`config.mk`:
```
export PLATFORM = sky130hd
export DESIGN_NAME = marker_shape_span_rasterizer_unit_flat
export DESIGN_NICKNAME = d
export VERILOG_FILES = /design/src/msr_pkg.sv /design/src/msr_channels.sv /design/src/msr_isqrt.sv /design/src/marker_shape_span_rasterizer_unit.sv /design/src/flat_wrapper.sv
export SDC_FILE = /design/constraint.sdc
export NUM_CORES = 2
export LEC_CHECK = 0
export BUFFER_PORTS_ARGS = -buffer_cell sky130_fd_sc_hd__buf_4
export CAP_MARGIN = 20
export CORE_ASPECT_RATIO = 1.4
export CORE_UTILIZATION = 63
export CTS_CLUSTER_DIAMETER = 40
export DETAILED_ROUTE_END_ITERATION = 12
export PLACE_DENSITY = 0.81
export SLEW_MARGIN = 20
export SYNTH_ARGS = -nofsm -noshare
export SYNTH_HDL_FRONTEND = slang
export SYNTH_SLANG_ARGS = --single-unit
```
`constraint.sdc`:
```
create_clock -name clk -period 10.05 [get_ports clk]
set_input_delay 1.5075 -clock clk [delete_from_list [all_inputs] [get_ports clk]]
set_output_delay 1.5075 -clock clk [all_outputs]
set_load 0.03 [all_outputs]
```
`src/msr_pkg.sv`:
```
// Shared constants, types and helpers of the marker span rasterizer.
package msr_pkg;

  localparam int MAX_EXTENT = 12;

  // Marker diameter in 1/16 px, clamped range
  localparam int D_MIN = 96;
  localparam int D_MAX = MAX_EXTENT * 16;
  localparam int DW    = $clog2(D_MAX + 1);

  // Line heights at or above this clamp the diameter to D_MAX
  localparam int LH_LIM = (20 * (D_MAX + 1) + 10) / 11;
  localparam int LW     = $clog2(LH_LIM);
  localparam int XW     = LW + 4;

  // Reciprocals: x / 20 = (x * 3277) >> 16, x / 5 = (x * 205) >> 10 over the used ranges
  localparam int RECIP20 = 3277;
  localparam int RECIP5  = 205;

  // Ring thickness clamp, 1/32 px
  localparam int T_MIN = 32;
  localparam int T_MAX = 80;
  localparam int TW    = 7;

  localparam int RW  = $clog2(MAX_EXTENT + 1);
  localparam int DYW = DW + 3;
  localparam int SQW = 2 * DW;
  localparam int RTW = DW;
  localparam int CW  = 19;

  localparam logic [31:0] PLAIN_COLOR_RST       = 32'hFF0000FF;
  localparam logic [31:0] UNVERIFIED_COLOR_RST  = 32'h808080FF;
  localparam logic [31:0] CONDITIONAL_COLOR_RST = 32'hFFA500FF;
  localparam logic [9:0]  MARKER_INSET_RST      = 10'd48;

  localparam logic [1:0] KIND_CONDITIONAL = 2'd1;
  localparam logic [1:0] KIND_DIAMOND     = 2'd2;

  typedef enum logic [1:0] {
    REG_PLAIN_COLOR,
    REG_UNVERIFIED_COLOR,
    REG_CONDITIONAL_COLOR,
    REG_MARKER_INSET
  } cfg_reg_t;

  typedef enum logic [3:0] {
    S_IDLE,
    S_SIZE,
    S_GEOM,
    S_ISQ,
    S_ROW,
    S_OSTART,
    S_OWAIT,
    S_ISTART,
    S_IWAIT,
    S_EMIT_A,
    S_EMIT_B,
    S_NEXT,
    S_FIN
  } msr_state_t;

  typedef struct packed {
    logic signed [15:0] left;
    logic signed [15:0] row;
    logic [11:0]        length;
  } span_t;

  function automatic logic signed [15:0] sat16(input logic signed [CW-1:0] v);
    logic signed [CW-1:0] hi;
    logic signed [CW-1:0] lo;
    hi = CW'(32767);
    lo = -CW'(32768);
    if (v > hi) begin
      return 16'sh7FFF;
    end else if (v < lo) begin
      return 16'sh8000;
    end
    return v[15:0];
  endfunction

endpackage

```
`src/msr_channels.sv`:
```
// Handshake channels of the marker span rasterizer: request, span result and register write.
interface msr_in_if;
  logic               valid;
  logic               ready;
  logic signed [15:0] gutter_left;
  logic signed [15:0] row_top;
  logic signed [15:0] gutter_span;
  logic signed [15:0] row_height;
  logic               is_verified;
  logic [1:0]         marker_kind;
  logic               is_enabled;

  modport source (
    output valid, gutter_left, row_top, gutter_span, row_height,
           is_verified, marker_kind, is_enabled,
    input  ready
  );
  modport sink (
    input  valid, gutter_left, row_top, gutter_span, row_height,
           is_verified, marker_kind, is_enabled,
    output ready
  );
endinterface

interface msr_out_if;
  logic               valid;
  logic               ready;
  logic signed [15:0] span_left;
  logic signed [15:0] span_row;
  logic [11:0]        span_length;
  logic [31:0]        tint;
  logic               span_valid;
  logic               last_span;

  modport source (
    output valid, span_left, span_row, span_length, tint, span_valid, last_span,
    input  ready
  );
  modport sink (
    input  valid, span_left, span_row, span_length, tint, span_valid, last_span,
    output ready
  );
endinterface

interface msr_cfg_if;
  logic        valid;
  logic        ready;
  logic [1:0]  index;
  logic [31:0] data;

  modport source (output valid, index, data, input ready);
  modport sink   (input valid, index, data, output ready);
endinterface

```
`src/msr_isqrt.sv`:
```
// Digit-by-digit integer square root, one result bit per cycle.
module msr_isqrt import msr_pkg::*; (
  input  logic           clk,
  input  logic           rst_n,
  input  logic           start,
  input  logic [SQW-1:0] operand,
  output logic           busy,
  output logic [RTW-1:0] root
);

  localparam int CNW = $clog2(RTW + 1);

  logic           run_r;
  logic [CNW-1:0] cnt_r;
  logic [SQW-1:0] val_r;
  logic [RTW:0]   rem_r;
  logic [RTW-1:0] root_r;

  logic [RTW+2:0] remt;
  logic [RTW+2:0] trial;
  logic [RTW+2:0] diff;
  logic           ge;

  assign remt  = {rem_r, val_r[SQW-1 -: 2]};
  assign trial = (RTW+3)'({root_r, 2'b01});
  assign ge    = remt >= trial;
  assign diff  = remt - trial;

  always_ff @(posedge clk) begin
    if (!rst_n) begin
      run_r <= 1'b0;
      cnt_r <= '0;
    end else if (start) begin
      run_r <= 1'b1;
      cnt_r <= CNW'(RTW);
    end else if (run_r) begin
      cnt_r <= cnt_r - CNW'(1);
      if (cnt_r == CNW'(1)) begin
        run_r <= 1'b0;
      end
    end
  end

  always_ff @(posedge clk) begin
    if (start) begin
      val_r  <= operand;
      rem_r  <= '0;
      root_r <= '0;
    end else if (run_r) begin
      val_r  <= val_r << 2;
      rem_r  <= ge ? diff[RTW:0] : remt[RTW:0];
      root_r <= {root_r[RTW-2:0], ge};
    end
  end

  assign busy = run_r;
  assign root = root_r;

endmodule

```
`src/marker_shape_span_rasterizer_unit.sv`:
```
// Top level of the marker span rasterizer: sequencer, geometry datapath and output stage.
//
// in_bus carries one marker request per beat; out_bus returns its spans, one beat per
// span, last_span set on the final beat. A request that is suppressed (gutter width or
// line height not positive) or whose shape is empty yields a single beat with
// span_valid clear. cfg_bus writes the tint and inset registers; it is always ready and
// should only be used while no request is in flight.
// A request is taken only while the sequencer is idle. Setup passes the size, geometry and
// inner-square states after the accepting one; then each shape row is skipped when it lies
// outside the shape, or else the 8-step square-root unit computes its outer and, for a ring
// disc row, inner half width in turn; diamond rows skip the square-root unit. A worst-case
// request at the default extent has 12 rows.
// Each span is held in a one-entry pending register so the last flag can be set once
// the end is known; beats leave through an output register, so a stalled receiver only
// holds span production when both are full, and the final beat while the output is full.
// Reset returns the sequencer to idle, empties the output stage and reloads the register reset values.
module marker_shape_span_rasterizer_unit import msr_pkg::*; (
  input logic      clk,
  input logic      rst_n,
  msr_in_if.sink   in_bus,
  msr_out_if.source out_bus,
  msr_cfg_if.sink  cfg_bus
);

  msr_state_t state_r, state_nxt;

  // configuration
  logic [31:0] plain_color_r;
  logic [31:0] unverified_color_r;
  logic [31:0] conditional_color_r;
  logic [9:0]  marker_inset_r;

  // per-request state
  logic signed [15:0] gx_r, ry_r, lh_r;
  logic               enabled_r, diamond_r;
  logic [31:0]        tint_r;
  logic [DW-1:0]      d_r, ir_r, ady_r, outer_r, inner_r;
  logic [TW-1:0]      t_r;
  logic [RW-1:0]      rows_r, i_r;
  logic signed [CW-1:0] by_r, cx_r;
  logic [SQW-1:0]     rsq_r, irsq_r, asq_r;

  // output staging
  span_t       pend_r;
  logic        pend_v_r;
  span_t       out_span_r;
  logic [31:0] out_tint_r;
  logic        out_sv_r, out_last_r, out_valid_r;

  // square root unit
  logic           sq_start, sq_busy;
  logic [SQW-1:0] sq_operand;
  logic [RTW-1:0] sq_root;

  msr_isqrt u_isqrt (
    .clk     (clk),
    .rst_n   (rst_n),
    .start   (sq_start),
    .operand (sq_operand),
    .busy    (sq_busy),
    .root    (sq_root)
  );

  // ---------------- request intake ----------------
  logic        suppress;
  logic [9:0]  a3;
  logic [17:0] a_prod;
  logic [31:0] tint_w;

  assign suppress = (in_bus.gutter_span <= 16'sd0) || (in_bus.row_height <= 16'sd0);
  assign a3       = 10'(conditional_color_r[7:0]) * 10'd3;
  assign a_prod   = 18'(a3) * 18'(RECIP5);

  always_comb begin
    if (in_bus.marker_kind == KIND_CONDITIONAL) begin
      tint_w = in_bus.is_verified ? conditional_color_r
                                  : {conditional_color_r[31:8], a_prod[17:10]};
    end else begin
      tint_w = in_bus.is_verified ? plain_color_r : unverified_color_r;
    end
  end

  // ---------------- diameter ----------------
  logic              big_w;
  logic [XW-1:0]     x11_w, q20_w;
  logic [XW+15:0]    q20_prod;
  logic [DW-1:0]     d_w;

  assign big_w    = $unsigned(lh_r) >= 16'(LH_LIM);
  assign x11_w    = XW'(lh_r[LW-1:0]) * XW'(11);
  assign q20_prod = (XW+16)'(x11_w) * (XW+16)'(RECIP20);
  assign q20_w    = q20_prod[XW+15:16];

  always_comb begin
    if (big_w) begin
      d_w = DW'(D_MAX);
    end else if (q20_w < XW'(D_MIN)) begin
      d_w = DW'(D_MIN);
    end else begin
      d_w = DW'(q20_w);
    end
  end

  // ---------------- box geometry ----------------
  logic [DW+3:0]        d9_w;
  logic [DW+15:0]       t_prod;
  logic [DW-1:0]        tq_w;
  logic [TW-1:0]        t_w;
  logic [DW:0]          d15_w;
  logic signed [16:0]   slk_w;
  logic signed [CW-1:0] by_w, bx_w, cx_w;
  logic [DW-1:0]        ir_w;

  assign d9_w   = (DW+4)'(d_r) * (DW+4)'(9);
  assign t_prod = (DW+16)'(d9_w) * (DW+16)'(RECIP20);
  assign tq_w   = t_prod[DW+15:16];

  always_comb begin
    if (tq_w < DW'(T_MIN)) begin
      t_w = TW'(T_MIN);
    end else if (tq_w > DW'(T_MAX)) begin
      t_w = TW'(T_MAX);
    end else begin
      t_w = TW'(tq_w);
    end
  end

  assign d15_w = (DW+1)'(d_r) + (DW+1)'(15);
  assign slk_w = 17'(lh_r) - $signed(17'(d_r));
  assign by_w  = CW'(ry_r) + ((slk_w > 17'sd0) ? CW'(slk_w >>> 1) : CW'(0));
  assign bx_w  = CW'(gx_r) + $signed(CW'(marker_inset_r));
  assign cx_w  = (bx_w <<< 1) + $signed(CW'(d_r));
  assign ir_w  = d_r - DW'(t_r);

  // ---------------- row geometry ----------------
  logic signed [DYW-1:0] dy_w;
  logic [DYW-1:0]        ady_w;
  logic                  row_out_w;
  logic [DW-1:0]         sq_in;
  logic [SQW-1:0]        sq_out;
  logic [DW-1:0]         outer_w, inner_w;

  assign dy_w      = $signed(DYW'({i_r, 5'b0})) + $signed(DYW'(16)) - $signed(DYW'(d_r));
  assign ady_w     = dy_w[DYW-1] ? DYW'(-dy_w) : DYW'(dy_w);
  assign row_out_w = ady_w > DYW'(d_r);
  assign outer_w   = diamond_r ? (d_r - ady_r) : DW'(sq_root);
  assign inner_w   = diamond_r ? (ir_r - ady_r) : DW'(sq_root);

  always_comb begin
    case (state_r)
      S_GEOM:  sq_in = d_r;
      S_ISQ:   sq_in = ir_w;
      default: sq_in = ady_w[DW-1:0];
    endcase
  end

  assign sq_out = SQW'(sq_in) * SQW'(sq_in);

  // ---------------- span assembly ----------------
  logic signed [CW-1:0] row_w, left_a_w, left_b_w;
  logic [DW-1:0]        ring_len_w;
  span_t                new_span;

  assign row_w      = by_r + $signed(CW'({i_r, 4'b0}));
  assign left_a_w   = (cx_r - $signed(CW'(outer_r))) >>> 1;
  assign left_b_w   = (cx_r + $signed(CW'(inner_r))) >>> 1;
  assign ring_len_w = (outer_r - inner_r) >> 1;

  always_comb begin
    new_span.row = sat16(row_w);
    if (state_r == S_EMIT_B) begin
      new_span.left   = sat16(left_b_w);
      new_span.length = 12'(ring_len_w);
    end else begin
      new_span.left   = sat16(left_a_w);
      new_span.length = (inner_r == '0) ? 12'(outer_r) : 12'(ring_len_w);
    end
  end

  // ---------------- sequencer ----------------
  logic  can_push, prod_ok, produce;
  logic  push, push_valid, push_last;
  span_t push_span;

  assign can_push = !out_valid_r || out_bus.ready;
  assign prod_ok  = !pend_v_r || can_push;

  always_comb begin
    state_nxt  = state_r;
    sq_start   = 1'b0;
    sq_operand = rsq_r - asq_r;
    produce    = 1'b0;
    push       = 1'b0;
    push_valid = 1'b0;
    push_last  = 1'b0;
    push_span  = pend_r;
    unique case (state_r)
      S_IDLE: begin
        if (in_bus.valid) begin
          state_nxt = suppress ? S_FIN : S_SIZE;
        end
      end
      S_SIZE: state_nxt = S_GEOM;
      S_GEOM: state_nxt = S_ISQ;
      S_ISQ:  state_nxt = S_ROW;
      S_ROW: begin
        if (i_r == rows_r) begin
          state_nxt = S_FIN;
        end else if (row_out_w) begin
          state_nxt = S_NEXT;
        end else begin
          state_nxt = S_OSTART;
        end
      end
      S_OSTART: begin
        sq_start  = !diamond_r;
        state_nxt = S_OWAIT;
      end
      S_OWAIT: begin
        if (!sq_busy) begin
          if (outer_w == '0) begin
            state_nxt = S_NEXT;
          end else if (enabled_r || (ady_r > ir_r)) begin
            state_nxt = S_EMIT_A;
          end else begin
            state_nxt = S_ISTART;
          end
        end
      end
      S_ISTART: begin
        sq_start   = !diamond_r;
        sq_operand = irsq_r - asq_r;
        state_nxt  = S_IWAIT;
      end
      S_IWAIT: begin
        if (!sq_busy) begin
          state_nxt = S_EMIT_A;
        end
      end
      S_EMIT_A: begin
        produce = 1'b1;
        if (prod_ok) begin
          state_nxt = (inner_r == '0) ? S_NEXT : S_EMIT_B;
        end
      end
      S_EMIT_B: begin
        produce = 1'b1;
        if (prod_ok) begin
          state_nxt = S_NEXT;
        end
      end
      S_NEXT: state_nxt = S_ROW;
      S_FIN: begin
        if (can_push) begin
          push       = 1'b1;
          push_valid = pend_v_r;
          push_last  = 1'b1;
          push_span  = pend_v_r ? pend_r : '0;
          state_nxt  = S_IDLE;
        end
      end
      default: state_nxt = S_IDLE;
    endcase
    // a new span displaces the pending one to the output register
    if (produce && prod_ok && pend_v_r) begin
      push       = 1'b1;
      push_valid = 1'b1;
      push_span  = pend_r;
    end
  end

  // ---------------- control registers ----------------
  always_ff @(posedge clk) begin
    if (!rst_n) begin
      state_r             <= S_IDLE;
      pend_v_r            <= 1'b0;
      out_valid_r         <= 1'b0;
      plain_color_r       <= PLAIN_COLOR_RST;
      unverified_color_r  <= UNVERIFIED_COLOR_RST;
      conditional_color_r <= CONDITIONAL_COLOR_RST;
      marker_inset_r      <= MARKER_INSET_RST;
    end else begin
      state_r <= state_nxt;
      if (state_r == S_FIN && can_push) begin
        pend_v_r <= 1'b0;
      end else if (produce && prod_ok) begin
        pend_v_r <= 1'b1;
      end
      if (push) begin
        out_valid_r <= 1'b1;
      end else if (out_bus.ready) begin
        out_valid_r <= 1'b0;
      end
      if (cfg_bus.valid) begin
        unique case (cfg_reg_t'(cfg_bus.index))
          REG_PLAIN_COLOR:       plain_color_r       <= cfg_bus.data;
          REG_UNVERIFIED_COLOR:  unverified_color_r  <= cfg_bus.data;
          REG_CONDITIONAL_COLOR: conditional_color_r <= cfg_bus.data;
          REG_MARKER_INSET:      marker_inset_r      <= cfg_bus.data[9:0];
          default: ;
        endcase
      end
    end
  end

  // ---------------- datapath registers ----------------
  always_ff @(posedge clk) begin
    if (state_r == S_IDLE && in_bus.valid) begin
      gx_r      <= in_bus.gutter_left;
      ry_r      <= in_bus.row_top;
      lh_r      <= in_bus.row_height;
      enabled_r <= in_bus.is_enabled;
      diamond_r <= in_bus.marker_kind == KIND_DIAMOND;
      tint_r    <= tint_w;
    end
    case (state_r)
      S_SIZE: d_r <= d_w;
      S_GEOM: begin
        t_r    <= t_w;
        rows_r <= RW'(d15_w[DW:4]);
        by_r   <= by_w;
        cx_r   <= cx_w;
        rsq_r  <= sq_out;
        i_r    <= '0;
      end
      S_ISQ: begin
        ir_r   <= ir_w;
        irsq_r <= sq_out;
      end
      S_ROW: begin
        ady_r <= ady_w[DW-1:0];
        asq_r <= sq_out;
      end
      S_OWAIT: begin
        outer_r <= outer_w;
        inner_r <= '0;
      end
      S_IWAIT: inner_r <= inner_w;
      S_NEXT:  i_r <= i_r + RW'(1);
      default: ;
    endcase
    if (produce && prod_ok) begin
      pend_r <= new_span;
    end
    if (push) begin
      out_span_r <= push_span;
      out_tint_r <= push_valid ? tint_r : 32'd0;
      out_sv_r   <= push_valid;
      out_last_r <= push_last;
    end
  end

  assign in_bus.ready        = (state_r == S_IDLE);
  assign cfg_bus.ready       = 1'b1;
  assign out_bus.valid       = out_valid_r;
  assign out_bus.span_left   = out_span_r.left;
  assign out_bus.span_row    = out_span_r.row;
  assign out_bus.span_length = out_span_r.length;
  assign out_bus.tint        = out_tint_r;
  assign out_bus.span_valid  = out_sv_r;
  assign out_bus.last_span   = out_last_r;

endmodule
```
`src/flat_wrapper.sv`:
```
// flat-port wrapper written by rule: the top's interface ports become plain ports
module marker_shape_span_rasterizer_unit_flat import msr_pkg::*;
  (clk, rst_n, in_bus_valid, in_bus_gutter_left, in_bus_row_top, in_bus_gutter_span, in_bus_row_height, in_bus_is_verified, in_bus_marker_kind, in_bus_is_enabled, in_bus_ready, out_bus_valid, out_bus_span_left, out_bus_span_row, out_bus_span_length, out_bus_tint, out_bus_span_valid, out_bus_last_span, out_bus_ready, cfg_bus_valid, cfg_bus_index, cfg_bus_data, cfg_bus_ready);
  msr_in_if in_bus_i ();
  msr_out_if out_bus_i ();
  msr_cfg_if cfg_bus_i ();
  input logic clk;
  input logic rst_n;
  input wire logic [$bits(in_bus_i.valid)-1:0] in_bus_valid;
  input wire logic [$bits(in_bus_i.gutter_left)-1:0] in_bus_gutter_left;
  input wire logic [$bits(in_bus_i.row_top)-1:0] in_bus_row_top;
  input wire logic [$bits(in_bus_i.gutter_span)-1:0] in_bus_gutter_span;
  input wire logic [$bits(in_bus_i.row_height)-1:0] in_bus_row_height;
  input wire logic [$bits(in_bus_i.is_verified)-1:0] in_bus_is_verified;
  input wire logic [$bits(in_bus_i.marker_kind)-1:0] in_bus_marker_kind;
  input wire logic [$bits(in_bus_i.is_enabled)-1:0] in_bus_is_enabled;
  output wire logic [$bits(in_bus_i.ready)-1:0] in_bus_ready;
  output wire logic [$bits(out_bus_i.valid)-1:0] out_bus_valid;
  output wire logic [$bits(out_bus_i.span_left)-1:0] out_bus_span_left;
  output wire logic [$bits(out_bus_i.span_row)-1:0] out_bus_span_row;
  output wire logic [$bits(out_bus_i.span_length)-1:0] out_bus_span_length;
  output wire logic [$bits(out_bus_i.tint)-1:0] out_bus_tint;
  output wire logic [$bits(out_bus_i.span_valid)-1:0] out_bus_span_valid;
  output wire logic [$bits(out_bus_i.last_span)-1:0] out_bus_last_span;
  input wire logic [$bits(out_bus_i.ready)-1:0] out_bus_ready;
  input wire logic [$bits(cfg_bus_i.valid)-1:0] cfg_bus_valid;
  input wire logic [$bits(cfg_bus_i.index)-1:0] cfg_bus_index;
  input wire logic [$bits(cfg_bus_i.data)-1:0] cfg_bus_data;
  output wire logic [$bits(cfg_bus_i.ready)-1:0] cfg_bus_ready;
  assign in_bus_i.valid = in_bus_valid;
  assign in_bus_i.gutter_left = in_bus_gutter_left;
  assign in_bus_i.row_top = in_bus_row_top;
  assign in_bus_i.gutter_span = in_bus_gutter_span;
  assign in_bus_i.row_height = in_bus_row_height;
  assign in_bus_i.is_verified = in_bus_is_verified;
  assign in_bus_i.marker_kind = in_bus_marker_kind;
  assign in_bus_i.is_enabled = in_bus_is_enabled;
  assign in_bus_ready = in_bus_i.ready;
  assign out_bus_valid = out_bus_i.valid;
  assign out_bus_span_left = out_bus_i.span_left;
  assign out_bus_span_row = out_bus_i.span_row;
  assign out_bus_span_length = out_bus_i.span_length;
  assign out_bus_tint = out_bus_i.tint;
  assign out_bus_span_valid = out_bus_i.span_valid;
  assign out_bus_last_span = out_bus_i.last_span;
  assign out_bus_i.ready = out_bus_ready;
  assign cfg_bus_i.valid = cfg_bus_valid;
  assign cfg_bus_i.index = cfg_bus_index;
  assign cfg_bus_i.data = cfg_bus_data;
  assign cfg_bus_ready = cfg_bus_i.ready;
  marker_shape_span_rasterizer_unit u_core (.clk(clk), .rst_n(rst_n), .in_bus(in_bus_i), .out_bus(out_bus_i), .cfg_bus(cfg_bus_i));
endmodule
```
==> impl_results.md <==
- CTS tree: built
- Hold_buf cts: 0
- Detail Placement HPWL: 55200 um
- Final GP Congestion: 0.904
- Slew headroom: 0.269
- Floorplan row count: 101
- Filler cell count: 3952
- Register area share after synthesis: 0.383
- Die Ht: 279 um
- Hold/Removal Path Class: reg2reg
- FMAX: 124 MHz
- Startpoint types: flop
- Synth cell types: 100
- Minimum clock period: 8080 ps
- Pre-antenna DRT Iters: 5
- Core Region: 54100 um2
- Final worst path period share: 0.804
- Worst setup path class: reg2reg
- R2r endpoint: u_core.d_r[3]$_SDFFCE_PP0P_
- Post-route DRC: 0
- Clk_skew: 16.7 ps
- Commonest cells after routing, fill and taps aside: inv_1, ha_1, nand2_1
- Total GRT Usage: 0.272
- First-pass GRT wire length: 121000 um
- # clock sinks: 484
- RSZ-0062 raised after global routing: false
- Final Setup Violations: 0
- Reg2reg setup slack: 1970 ps
- Worst Setup End Kind: flop
- CP Max Fanout: 9
- CTS resizes: 0
- Worst-path clk slew: 60 ps
- Arrival time worst endpoint: 8480 ps
- # nets final: 4234
- Clk buf depth: 3
- FF-to-FF path depth: 28
- Clock Latency Late Sink: 610 ps
- H-tree lvl count: 2
- Vias in the first global route: 25000
- Hold path cells: 2
- Initial Util: 0.637
- Top delay family on crit path: adder cells
- CP peak stage delay: 540 ps
- Antenna violations before repair: 8
- Setup TNS: 0 ps
- Status: finished clean
- Hold Path End: u_core.conditional_color_r[19]$_SDFFE_PN0P_
- CP Data Required Time: 10450 ps
- Max cap viols: 0
- Ys async rst share: 0
- First DRT Iteration DRCs: 1459
- Most frequent CP cell: ha_1
- Total gr overflow: 0
- Area Overhead vs Synth: 11.3%
- Vias per cell: 5.69
- Die Width: 200 um
- Synth Instances: 3412
- Layout cells sized above 1: 0.107
- Setup repair bufs after CTS: 0
- Post-DRT Antenna Nets: 0
- Detailed Route WL: 74500 um
- Mapped cell area: 34400 um2
- Critical path buffer and inverter count: 2
- Final hold vios: 0
- Warnings from Yosys: 0
- Slowest CP cell: edfxtp_1
- Top FF cell, synth: edfxtp_1
- Largest net degree at the start of global routing: 76
- Clock root buffer: clkbuf_16
- Worst-Margin Slew: 1100 ps
- Port Buffer Count: 182
- Slew Viols, Final: 0
- Commonest non-fill, non-tap cell in the layout: inv_1
- Synthesized area per cell: 10.1 um2
- Post-synthesis register bit count: 484
- Wirelength per Cell: 17.2 um
- Critical Path Stages: 28
- Via Count: 24700
- Die area: 55600 um2
- Number of enable flip-flop cells after synthesis: 350
- Num ports: 188
- Worst r2r src: u_core.lh_r[0]$_DFFE_PP_
- Min-delay src: u_core.conditional_color_r[19]$_SDFFE_PN0P_
- TritonCTS buffer count: 53
-- cell families (layout without fill, tap and decap cells) --
logic type | count (synthesis) | after routing | share of synthesized area
xor gates and xnor gates | 212 | 212 | 0.0539
and+or+nand+nor | 974 | 974 | 0.134
muxes | 71 | 71 | 0.0238
buffers and inverters | 527 | 724 | 0.0594
other | 2 | 14 | 0.000218
DFF | 484 | 484 | 0.383
adders and majority gates | 558 | 558 | 0.233
AOI/OAI and AO/OA | 584 | 584 | 0.112
-- Yosys cell counts, types with 47 or more instances --
library cell / number / area share
nand3_1: 81 / 0.012
nor2_1: 192 / 0.021
o21ai_0: 130 / 0.019
ha_1: 416 / 0.15
fa_1: 141 / 0.082
nor3_1: 60 / 0.0087
and2_1: 48 / 0.0087
xor2_1: 76 / 0.019
clkbuf_1: 81 / 0.0088
mux2i_1: 47 / 0.014
xnor2_1: 136 / 0.035
nand2_1: 367 / 0.040
dfxtp_1: 134 / 0.078
a21o_1: 47 / 0.010
a21oi_1: 164 / 0.024
inv_1: 425 / 0.046
nor2b_1: 86 / 0.016
edfxtp_1: 350 / 0.31
-- tightest hold or removal path, cell delays in order, from the launching register on --
cell,delay [ps]
dfxtp_1,310
nand2_1,50
a21oi_1,50
-- how the worst max path moves through the flow --
stage	to	slack, ps	start
global route	u_core.d_r[3]$_SDFFCE_PP0P_	1480	u_core.lh_r[1]$_DFFE_PP_
CTS	u_core.d_r[3]$_SDFFCE_PP0P_	1980	u_core.lh_r[1]$_DFFE_PP_
finish	u_core.d_r[3]$_SDFFCE_PP0P_	1970	u_core.lh_r[0]$_DFFE_PP_
floorplan	u_core.d_r[3]$_SDFFCE_PP0P_	2630	u_core.lh_r[1]$_DFFE_PP_
global placement	u_core.d_r[3]$_SDFFCE_PP0P_	2260	u_core.lh_r[1]$_DFFE_PP_
detailed placement	u_core.d_r[3]$_SDFFCE_PP0P_	2070	u_core.lh_r[1]$_DFFE_PP_
-- per-stage QoR --
stage	instances	hold WS, ps	worst slack, ps	cell area (um2)	utilization
3_5_place_dp	4236	446	2070	36500	0.674
4_1_cts	4334	455	1980	38300	0.707
2_1_floorplan	3416	433	2630	34400	-
6_report	4342	455	1970	38300	0.708
3_3_place_gp	4236	441	2260	36500	0.674
5_1_grt	4342	473	1480	38300	0.708
-- cell type report --
cell class,instances,area (um2),area share
clock buffers,65,1470,0.0383
repair buffers,199,1490,0.0390
flip-flops and latches,484,13200,0.344
well taps,721,902,0.0236
diodes,8,20.0,0.000523
multi-input cells,2405,19300,0.503
inverters,427,1600,0.0418
clock inverters,33,347,0.00905
-- registers in the layout, summed over array words and instances (netlist names), 19 cells and up --
signal / cells
u_core.by_r: 19
u_core.conditional_color_r: 32
u_core.cx_r: 19
u_core.out_bus.tint: 32
u_core.pend_r: 40
u_core.plain_color_r: 32
u_core.tint_r: 32
u_core.unverified_color_r: 32
-- metal layers --
metal,share of wire,global-route usage,up-vias
li1,-,-,12100
met1,0.39,0.319,11800
met2,0.51,0.485,700
met3,0.047,0.0315,199
met4,0.048,0.140,0
met5,0,0,-
Power is not shown: default switching activity piles up to over one toggle a cycle in this logic, so the estimate is an artifact.
